### src/hw/rtl/pctf_pkg.sv
// ============================================================================
// pctf_pkg
// Shared types and constants of the posting count threshold filter: item
// layouts, command and register codes, counter store geometry.
// ============================================================================
`default_nettype none

package pctf_pkg;

    // Counter store geometry
    localparam int CHUNK_SIZE  = 65536;
    localparam int GROUP_SIZE  = 32;
    localparam int ADDR_W      = $clog2(CHUNK_SIZE);
    localparam int OFFS_W      = $clog2(GROUP_SIZE);
    localparam int GROUP_W     = ADDR_W - OFFS_W;
    localparam int CNT_W       = 8;
    localparam int ENTRY_W     = ADDR_W + 1;

    // Configuration port
    localparam int CFG_IDX_W   = 1;
    localparam int CFG_DATA_W  = 17;
    localparam int MIN_COUNT_W = 8;

    localparam logic [CNT_W-1:0]       CNT_MAX           = '1;
    localparam logic [MIN_COUNT_W-1:0] MIN_COUNT_RESET   = MIN_COUNT_W'(2);
    localparam logic [ENTRY_W-1:0]     ENTRY_COUNT_RESET = ENTRY_W'(CHUNK_SIZE);

    typedef enum logic [0:0] {
        CMD_COUNT = 1'b0,
        CMD_SCAN  = 1'b1
    } cmd_t;

    typedef enum logic [CFG_IDX_W-1:0] {
        REG_MIN_COUNT   = 1'b0,
        REG_ENTRY_COUNT = 1'b1
    } cfg_reg_t;

    // One input item
    typedef struct packed {
        cmd_t               command;
        logic [15:0]        object_id;
        logic [10:0]        group_index;
    } in_item_t;

    // One result item
    typedef struct packed {
        logic [15:0]        candidate_id;
        logic               hit;
        logic               last;
    } out_item_t;

    // Memory access issued into the read-modify-write pipeline
    typedef struct packed {
        logic               valid;
        logic               scan;
        logic               last;
        logic [ADDR_W-1:0]  addr;
    } iss_t;

    // Counter value returned by the pipeline, forwarding applied
    typedef struct packed {
        logic               valid;
        logic               scan;
        logic               last;
        logic [ADDR_W-1:0]  id;
        logic [CNT_W-1:0]   count;
    } rd_t;

endpackage

`default_nettype wire

### src/hw/rtl/pctf_emit.sv
// ============================================================================
// pctf_emit
// Result formatter: tests each scanned counter against the thresholds and
// holds one hit back so the final result of a scan carries the last flag.
// ============================================================================
`default_nettype none

module pctf_emit
    import pctf_pkg::*;
(
    input  wire logic                   clk,
    input  wire logic                   rst_n,
    input  wire rd_t                    rd,
    input  wire logic [MIN_COUNT_W-1:0] min_count,
    input  wire logic [ENTRY_W-1:0]     entry_count,
    output out_item_t                   result,
    output logic                        strobe
);

    logic              pend_valid_reg;
    logic              pend_valid_next;
    logic [ADDR_W-1:0] pend_id_reg;
    logic              flush_reg;
    logic              strobe_reg;
    logic              strobe_next;
    out_item_t         result_reg;
    out_item_t         result_next;
    logic              hit_now;

    // Threshold test on the counter read this cycle
    assign hit_now = rd.valid && rd.scan
                     && ({1'b0, rd.id} < entry_count)
                     && (rd.count >= min_count);

    always_comb
    begin
        strobe_next     = 1'b0;
        result_next     = result_reg;
        pend_valid_next = pend_valid_reg;
        if (flush_reg)
        begin
            // Close the scan: held hit or empty result
            strobe_next              = 1'b1;
            result_next.candidate_id = pend_valid_reg ? pend_id_reg : '0;
            result_next.hit          = pend_valid_reg;
            result_next.last         = 1'b1;
            pend_valid_next          = 1'b0;
        end
        else if (hit_now)
        begin
            // Release the previous hit, hold this one
            strobe_next              = pend_valid_reg;
            result_next.candidate_id = pend_id_reg;
            result_next.hit          = 1'b1;
            result_next.last         = 1'b0;
            pend_valid_next          = 1'b1;
        end
    end

    always_ff @(posedge clk or negedge rst_n)
    begin
        if (!rst_n)
        begin
            strobe_reg     <= 1'b0;
            pend_valid_reg <= 1'b0;
            flush_reg      <= 1'b0;
        end
        else
        begin
            strobe_reg     <= strobe_next;
            pend_valid_reg <= pend_valid_next;
            flush_reg      <= rd.valid && rd.scan && rd.last;
        end
    end

    always_ff @(posedge clk)
    begin
        result_reg <= result_next;
        if (hit_now && !flush_reg)
        begin
            pend_id_reg <= rd.id;
        end
    end

    assign result = result_reg;
    assign strobe = strobe_reg;

endmodule

`default_nettype wire

### config.mk
export PLATFORM = sky130hd
export DESIGN_NAME = pctf_emit
export DESIGN_NICKNAME = d
export VERILOG_FILES = /design/src/hw/rtl/pctf_pkg.sv /design/src/hw/rtl/pctf_emit.sv
export SDC_FILE = /design/constraint.sdc
export NUM_CORES = 1
export LEC_CHECK = 0
export BUFFER_PORTS_ARGS = -buffer_cell sky130_fd_sc_hd__buf_2
export CAP_MARGIN = 20
export CORE_MARGIN = 2
export CORE_UTILIZATION = 43
export CTS_CLUSTER_SIZE = 12
export DETAILED_ROUTE_END_ITERATION = 8
export HOLD_SLACK_MARGIN = 0.03
export MAX_ROUTING_LAYER = met4
export PLACE_DENSITY = 0.71
export SYNTH_ARGS = -nofsm -noshare
export SYNTH_HDL_FRONTEND = slang
export SYNTH_SLANG_ARGS = --single-unit
### constraint.sdc
create_clock -name clk -period 2.6 [get_ports clk]
set_input_delay 0.52 -clock clk [delete_from_list [all_inputs] [get_ports clk]]
set_output_delay 0.52 -clock clk [all_outputs]
set_load 0.05 [all_outputs]
Yosys cells after proc, flatten, opt, wreduce, memory -nomap -nowiden
Cells that the tools add are included.
W data, S select, Z words.
{"block": "totals", "reg_bits": 37, "latch_bits": 0, "ramBits": 0, "mem_bits_ro": 0, "elab_cells": 23, "memories": 0}
{"block": "classes", "add_sub_neg": 0, "n_mul": 0, "n_div": 0, "n_lt_le_gt_ge": 2, "eq_ne": 0, "shift": 0, "n_mux": 7, "bitwise_logic": 0, "reduce_logical": 7}
{"op": "$mux W18", "n": 2}
{"op": "$lt A16 B17 Y1", "n": 1}
{"op": "$mux W16", "n": 1}
{"op": "$ge A8 B8 Y1", "n": 1}
{"op": "$logic_and A1 B1 Y1", "n": 5}
{"op": "$mux W1", "n": 4}
{"op": "$reduce_bool A2 Y1", "n": 1}
{"op": "$logic_not A1 Y1", "n": 1}

Depth between registers and ports, before layout
Gate-level depths: netlist (run 1).
{"block": "depth", "ltp_word": 5, "mapped_depth": 9, "depth_no_buf": 8}

Worst setup path after synthesis (run 1)
OpenSTA, ideal clock, no wires.
{"block": "synth_timing", "path_type": "input port to flip-flop", "from": "input port entry_count[10]", "to": "register pend_id_reg[0] (enable)", "arrival_ps": 3118, "t_required_ps": 2170, "slack_ps": -948, "cell_stages": 7, "n_path_buf": 0, "path_cell_list": "inv_1 -> ha_1 -> a21o_1 -> a221o_1 -> nand2_1 -> o2111ai_2 -> nor4_1"}
{"block": "synth_via", "elab_chain_len": 4}
{"item": "start, declared", "line": "pctf_emit.sv:15", "source": "input wire logic [ENTRY_W-1:0] entry_count,"}
{"item": "$lt A16 B17 Y1", "line": "pctf_emit.sv:32", "source": "&& ({1'b0, rd.id} < entry_count)"}
{"item": "$logic_and A1 B1 Y1", "line": "pctf_emit.sv:32"}
{"item": "$logic_and A1 B1 Y1", "line": "pctf_emit.sv:33", "source": "&& (rd.count >= min_count);"}
{"item": "$logic_and A1 B1 Y1", "line": "pctf_emit.sv:79", "source": "if (hit_now && !flush_reg)"}
{"item": "end signal, assigned", "line": "pctf_emit.sv:81", "source": "pend_id_reg <= rd.id;"}
{"item": "end, declared", "line": "pctf_emit.sv:22", "source": "logic [ADDR_W-1:0] pend_id_reg;"}
No other way between the ends.
A chain may end at the register's enable or synchronous reset.

==> results of run 1 <==
-- final cells by class --
| type | instances | area (µm²) |
|---|---|---|
| clock buffers | 5 | 68.8 |
| clock inverters | 3 | 41.3 |
| fillers | 333 | 1590 |
| repair buffers | 82 | 463 |
| flip-flops and latches | 37 | 1090 |
| inverters | 25 | 93.8 |
| well taps | 50 | 62.6 |
| multi-input cells | 81 | 682 |
-- synthesized netlist by cell type --
| master | number |
|---|---|
| o21bai_1 | 1 |
| nand2_1 | 6 |
| nand4_1 | 1 |
| a41oi_1 | 1 |
| nor4_1 | 1 |
| ha_1 | 23 |
| a221o_1 | 2 |
| nand3_1 | 1 |
| o21ai_0 | 3 |
| o21ba_2 | 1 |
| o41ai_4 | 1 |
| o2111ai_2 | 1 |
| buf_6 | 1 |
| a21oi_1 | 9 |
| edfxtp_1 | 33 |
| or3_1 | 1 |
| o21ai_1 | 1 |
| nor2_1 | 2 |
| a21o_1 | 3 |
| dfxtp_1 | 1 |
| and4_1 | 1 |
| or2_2 | 1 |
| and3_1 | 1 |
| and2_1 | 17 |
| inv_1 | 25 |
| nor3_1 | 1 |
| nor2b_1 | 1 |
| and4b_1 | 1 |
| dfrtp_1 | 3 |
-- routing by layer --
metal	vias to the layer above	track usage	wire length (µm)
li1	689	-	-
met1	574	0.147	1310
met2	46	0.274	1740
met3	9	0.0378	185
met4	0	0.0919	75
met5	-	-	0
-- logic make-up (layout without fill, tap and decap cells) --
| kind of cell | Yosys count | count (layout) | synth area share |
|---|---|---|---|
| simple gates | 35 | 35 | 0.109 |
| fa+ha+maj | 23 | 23 | 0.155 |
| flops | 37 | 37 | 0.585 |
| buf+inv | 26 | 115 | 0.0566 |
| compound gates | 23 | 23 | 0.0949 |
-- final timing paths --
path,slack [ns],to,from,cells after the start
min in group asynchronous,0.56,pend_valid_reg,rst_n,2
min reg2reg,0.46,result[0],result[0],2
max reg2reg,1.23,result[3],flush_reg,3
max,0.35,result[3],rd[16],10
max in group asynchronous,1.93,strobe,rst_n,2
min,0.43,pend_id_reg[5],rd[13],1
-- power breakdown --
part	total [mW]	switching (mW)	leakage, nW	internal (mW)
logic	0.267	0.161	0.814	0.106
registers	0.696	0.0108	0.355	0.685
clock network	0.472	0.190	0.0518	0.282
-- repair_timing --
item,in CTS,in global routing
hold buffers,1,0
resized for setup,0,0
hold endpoints to repair,3,0
==> flow_metrics.tcl, run 1 <==
set metrics [dict create \
    postRouteAntennaNets 0 \
    area_growth_pct 34.4 \
    status "finished, final reports clean" \
    num_antenna_cells 0 \
    fin_nets 309 \
    largest_reg_flops 18 \
    slowest_delay_ns 0.31 \
    synth_cell_types 29 \
    p_leak_nw 1.22 \
    path_class "in -> reg" \
    grt_pass1_wl_mm 5.58 \
    fmax_ghz 0.444 \
    synthCells 144 \
    worstSetupEndpointType "flip-flop" \
    dp_slack_ns 0.0553 \
    worstPathMaxFanout 17 \
    mostFrequentLayoutCells "buf_2, edfxtp_1, inv_1, ha_1, and2_1" \
    max-vdd-ir-drop_mv 0.301 \
    utilization 0.611 \
    core_um2 4090 \
    clk_latency_ns 0.28 \
    grt_setup_unrepaired "no" \
    layoutNonFillerInstCount 283 \
    hold_slack_ns 0.428 \
    die_w_um 69.7 \
    cts_inserted_buffers 5 \
    via_per_inst 4.66 \
    clk_pin_slew_worst_paths_ns 0.07 \
    layout_setup_ws_ns 0.350 \
    setup_viol 0 \
    wirelength_mm 3.31 \
    overflow 0 \
    total_power_mw 1.43 \
    initial_core_util 0.455 \
    grt_max_degree 18 \
    cts.sinks 37 \
    ys_seq_area_frac 0.585 \
    antenna_found_initial 0 \
    slew_headroom 0.790 \
    crit_path_top_delay_cell "o41ai_4" \
    crit_chain "buf_2 -> ha_1 -> a21oi_1 -> o21ai_0 -> a41oi_1 -> a21oi_1 -> buf_4 -> o41ai_4 -> buf_4 -> and2_1" \
    placed_area_um2 2380 \
    die_area_um2 4860 \
    synth.area.top_cells "edfxtp_1, ha_1, and2_1" \
    hold_path.class "in -> reg" \
    cts_buffer_depth 2 \
    place_congestion 0.794 \
    die_h_um 69.7 \
    ys_ff_latch 37 \
    io_buffer_count 72 \
    grt_pass1_vias 1360 \
    syn_area_um2 1860 \
    maxSlewViolCount 0 \
    num_rows 23 \
    yosys_warnings 0 \
    layout-drive-gt1-share 0.399 \
    remaining_drc_errors 0 \
    drt_iter0_drc 43 \
    syn-num-nets 221 \
    htree_num_levels 2 \
    io_pins 73 \
    root_buffer "clkbuf_8" \
    cp_top_family "compound AO/OA/AOI/OAI gates" \
    maxCapViolCount 0 \
    cts_tree "done" \
    power.density_nw_per_um2 574 \
    dr.pass1.iters 4 \
    grt_usage 0.153 \
    dr_total_vias 1318 \
    netlist.top_cell.by_area "edfxtp_1" \
    tns_ns 0 \
    postCtsSetupBuffers 0 \
    worstPathRequired_ns 2.75 \
    hold_viol_final 0 \
    fin_crit_sh 0.866 \
    post_drt_wl_per_cell_um 11.7 \
    synth_top_area_share 0.533 \
    arrival_ns 2.40 \
    syn_avg_cell_area_um2 12.9 \
    place_inst 274 \
    worst-path-buf-inv 3 \
    fin_crit_ns 2.25 \
    final_common_cell "buf_2" \
    worst_pin_slew_ns 0.313 \
    worst_setup_path_start_kind "input port" \
    fin_worst_skew_ns 0.00399 \
    design_area_um2 2500 \
    dp_hpwl_mm 2.69 \
]
Note: power is estimated with default switching activity, not from simulation.
==> inputs of run 2 (changes only) <==
Settings changed: CORE_UTILIZATION 43 to 42, PLACE_DENSITY 0.71 to unset, PLACE_DENSITY_LB_ADDON set to 0.08.
==> run 2 against run 1 <==
  * Sequential power is essentially flat
  * Clock skew grew 0.0011 ns
  * Largest power group unchanged
  * Routed wire length shrank 0.94%
  * Worst setup slack lost 0.10 ns
  * First-iteration DRC count shrank 16%
  * Highest routed layer unchanged
  * Global-route usage grew 0.10 points
  * Sequential share of layout area shrank 0.26 points
  * Fmax shrank 4.3%
  * Non-clock buffer count shrank 2
  * Die area grew 2.2%
==> flow_metrics.tcl, run 2 (synthesized netlist as in run 1, its figures left out) <==
set metrics [dict create \
    status "finished, final reports clean" \
    slew_headroom 0.526 \
    io_pins 73 \
    place_inst 274 \
    worst_pin_slew_ns 0.708 \
    max-vdd-ir-drop_mv 0.280 \
    worstPathMaxFanout 17 \
    hold_path.class "in -> reg" \
    postRouteAntennaNets 0 \
    power.density_nw_per_um2 619 \
    htree_num_levels 2 \
    die_w_um 70.5 \
    clk_pin_slew_worst_paths_ns 0.07 \
    dr.pass1.iters 4 \
    final_common_cell "buf_2" \
    layoutNonFillerInstCount 283 \
    num_antenna_cells 0 \
    dr_total_vias 1338 \
    antenna_found_initial 0 \
    grt_pass1_wl_mm 5.74 \
    worstSetupEndpointType "flip-flop" \
    seq_power_share 0.447 \
    mostFrequentLayoutCells "buf_2, edfxtp_1, inv_1, ha_1, and2_1" \
    largest_reg_flops 18 \
    layout-drive-gt1-share 0.398 \
    fin_crit_ns 2.35 \
    pwr-share-comb 0.169 \
    fin_crit_sh 0.904 \
    root_buffer "clkbuf_8" \
    p_leak_nw 1.23 \
    post_drt_wl_per_cell_um 11.6 \
    fin_nets 307 \
    num_rows 24 \
    drt_iter0_drc 36 \
    power_frac_clock 0.384 \
    layout_setup_ws_ns 0.249 \
    cts.sinks 37 \
    fin_worst_skew_ns 0.00512 \
    core_um2 4290 \
    dp_slack_ns -0.0818 \
    die_h_um 70.5 \
    cts_buffer_depth 2 \
    worstPathRequired_ns 2.75 \
    total_power_mw 1.56 \
    initial_core_util 0.433 \
    grt_setup_unrepaired "no" \
    io_buffer_count 72 \
    netSwitchingPower_mw 0.381 \
    p_sw_frac 0.245 \
    tns_ns 0 \
    grt_pass1_vias 1412 \
    grt_usage 0.154 \
    path_class "in -> reg" \
    dp_hpwl_mm 2.74 \
    clk_latency_ns 0.28 \
    grt_max_degree 18 \
    cts_inserted_buffers 5 \
    fmax_ghz 0.425 \
    maxCapViolCount 0 \
    via_per_inst 4.73 \
    arrival_ns 2.50 \
    place_congestion 0.763 \
    overflow 0 \
    maxSlewViolCount 0 \
    postCtsSetupBuffers 0 \
    internal-power_mw 1.17 \
    setup_viol 0 \
    worst_setup_path_start_kind "input port" \
    die_area_um2 4970 \
    cts_tree "done" \
    remaining_drc_errors 0 \
    hold_viol_final 0 \
    wirelength_mm 3.28 \
    area_growth_pct 35.2 \
]
run 2: cell count changes in the layout (fill, tap and decap cells not counted), sizes merged:
cell / previous run / this run
buf: 81 / 79
bufinv: 1 / 2
clkinv: 1 / 0
clkinvlp: 1 / 0
inv: 25 / 26
run 2: final cells by class:
cell class / count / area (µm²)
flip-flops and latches: 37 / 1090
fillers: 381 / 1780
multi-input cells: 81 / 682
well taps: 52 / 65.1
repair buffers: 80 / 448
inverters: 25 / 93.8
clock inverters: 3 / 68.8
clock buffers: 5 / 68.8
run 2: timing repair:
item,in CTS,in global routing
resized for setup,0,0
hold buffers,1,0
hold endpoints to repair,3,0
run 2: critical path, stage by stage:
cell	delay [ns]
buf_2	0.11
ha_1	0.30
a21o_1	0.16
a221o_1	0.31
nand2_1	0.08
o2111ai_2	0.18
o41ai_4	0.61
and2_1	0.23
run 2: final timing paths:
check                                from  slack, ns             end  cells after the start
worst max register to register  flush_reg       1.00      result[13]                      2
max in group asynchronous           rst_n       1.95       flush_reg                      2
min in group asynchronous           rst_n       0.54  pend_valid_reg                      2
worst min register to register  result[0]       0.47       result[0]                      2
worst max-delay path               rd[18]       0.25      result[13]                      8
worst min-delay path                rd[8]       0.42  pend_id_reg[0]                      1
run 2: routing by layer:
layer,share of wire,wire length (µm),track usage
met3,0.066,216,0.0476
met4,0.0052,17,0.0513
met1,0.37,1200,0.152
met5,0,0,-
met2,0.56,1840,0.283
run 2: per-stage QoR:
stage / hold WS [ns] / instance area, µm² / util
after floorplan: 0.224 / 1870 / -
after global placement: 0.314 / 2360 / 0.551
after detailed placement: 0.319 / 2360 / 0.551
after CTS: 0.411 / 2510 / 0.585
after global routing: 0.401 / 2510 / 0.585
final: 0.425 / 2510 / 0.585
run 2: power by group through the flow:
stage / Clock, mW / Sequential (mW) / Combinational, mW
floorplan: 0 / 0.778 / 0.0963
global placement: 0 / 0.708 / 0.258
detailed placement: 0 / 0.709 / 0.266
CTS: 0.611 / 0.695 / 0.268
global route: 0.649 / 0.698 / 0.294
finish: 0.597 / 0.695 / 0.263
==> inputs of run 3 (changes only) <==
Settings changed: CORE_UTILIZATION 42 to 43.
==> run 3 against run 2 <==
  * Routed wire length rose by 5.8%
  * Core utilization grew 1.2 points
  * Register-to-register slack about the same
  * Clock power decreased by 37%
  * Flip-flop and latch count unchanged
  * Non-clock buffer count stayed put
  * Sequential share of layout area is 1.3 points higher
  * Via count up 2.2%
  * Worst setup slack got worse by 0.031 ns
  * Combinational power is essentially flat
  * Largest cell class unchanged
==> flow_metrics.tcl, run 3 (synthesized netlist as in run 1, its figures left out) <==
set metrics [dict create \
    cts_buffer_depth 2 \
    grt_pass1_wl_mm 5.85 \
    grt_max_degree 18 \
    worstSetupEndpointType "flip-flop" \
    dr.pass1.iters 4 \
    overflow 0 \
    fin_nets 307 \
    postRouteAntennaNets 0 \
    io_buffer_count 72 \
    reg2regPathDepth 2 \
    die_area_um2 4860 \
    hold_path.class "in -> reg" \
    fin_crit_sh 0.916 \
    fin_worst_skew_ns 0.00668 \
    reg2reg_slack_ns 0.99 \
    hold_viol_final 0 \
    maxSlewViolCount 0 \
    initial_core_util 0.455 \
    top_layer_used "met4" \
    via_per_inst 4.86 \
    place_congestion 0.835 \
    postCtsSetupBuffers 0 \
    drt_iter0_drc 66 \
    max-vdd-ir-drop_mv 0.382 \
    p_leak_nw 1.20 \
    dr_wl_met3_um 227 \
    worst_pin_slew_ns 0.723 \
    remaining_drc_errors 0 \
    fin_crit_ns 2.38 \
    setup_viol 0 \
    num_rows 23 \
    ctsResizeCount 0 \
    path_class "in -> reg" \
    routed-wl-met2_mm 1.88 \
    layout-drive-gt1-share 0.390 \
    root_buffer "clkbuf_8" \
    area_growth_pct 31.4 \
    worstPathMaxFanout 17 \
    cts_inserted_buffers 5 \
    slew_headroom 0.516 \
    largest_reg_flops 18 \
    final_common_cell "buf_2" \
    cts-hold-fix-buffers 1 \
    crit_end "result[14]" \
    grt_setup_unrepaired "no" \
    reg2reg_to "result[14]" \
    post_drt_wl_per_cell_um 12.3 \
    dr_total_vias 1367 \
    maxCapViolCount 0 \
    htree_num_levels 2 \
    utilization 0.597 \
    antenna_found_initial 0 \
    worst_setup_path_start_kind "input port" \
    status "finished, final reports clean" \
    mostFrequentLayoutCells "buf_2, edfxtp_1, inv_1, ha_1, and2_1" \
    num_antenna_cells 0 \
    num-fill-cells 348 \
    grt_usage 0.157 \
    io_pins 73 \
    worstPathRequired_ns 2.75 \
    m1WireLength_mm 1.30 \
    grt_pass1_vias 1454 \
    arrival_ns 2.53 \
    multi_input_area_um2 682 \
    clk_pin_slew_worst_paths_ns 0.07 \
    cts_tree "done" \
    power.density_nw_per_um2 547 \
    seq_area_um2 1090 \
    fmax_ghz 0.420 \
    dp_hpwl_mm 2.86 \
    cp-startpoint "rd[18]" \
    die_h_um 69.7 \
    wirelength_mm 3.47 \
    clk_latency_ns 0.29 \
    cts.sinks 37 \
    total_power_mw 1.34 \
    tns_ns 0 \
    die_w_um 69.7 \
    r2r-start "flush_reg" \
    core_um2 4090 \
]
## run 3: changes by cell type in the layout (fill, tap and decap cells not counted), sizes merged
cell,delta
bufinv,-2
clkbuf,+2
clkinv,+1
inv,-1
## run 3: power breakdown
part           internal [mW]  switching [mW]
registers              0.685          0.0110
logic                  0.103           0.161
clock network          0.188           0.188
## run 3: stage by stage
step	area, µm²	cells	setup slack, ns	hold slack (ns)
3_3_place_gp	2350	272	-0.00184	0.316
5_1_grt	2440	281	0.00390	0.415
4_1_cts	2440	281	0.189	0.418
6_report	2440	281	0.219	0.421
2_1_floorplan	1870	144	0.0165	0.224
3_5_place_dp	2350	272	-0.102	0.318
## run 3: cell type report
cell class / count / area share
timing repair buffer: 80 / 0.178
inverter: 25 / 0.0384
multi-input combinational: 81 / 0.279
tap: 50 / 0.0256
clock buffer: 7 / 0.0313
sequential: 37 / 0.445
clock inverter: 1 / 0.00205
## run 3: critical path, stage by stage
cell	delay [ns]
buf_2	0.11
ha_1	0.30
a21o_1	0.16
a221o_1	0.31
nand2_1	0.09
o2111ai_2	0.18
o41ai_4	0.63
and2_1	0.23
## run 3: how the worst min path moves through the flow
stage	from	end	slack [ns]	cells past startpoint
6_report	rd[13]	pend_id_reg[5]	0.42	1
3_3_place_gp	rst_n	strobe	0.32	1
3_5_place_dp	rst_n	strobe	0.32	1
2_1_floorplan	rst_n	flush_reg	0.22	0
4_1_cts	rd[12]	pend_id_reg[4]	0.42	1
5_1_grt	rd[12]	pend_id_reg[4]	0.42	1
## run 3: layer usage
layer	GRT usage	vias up
li1	-	680
met1	0.147	629
met2	0.297	53
met3	0.0451	5
met4	0.0662	0
met5	-	-
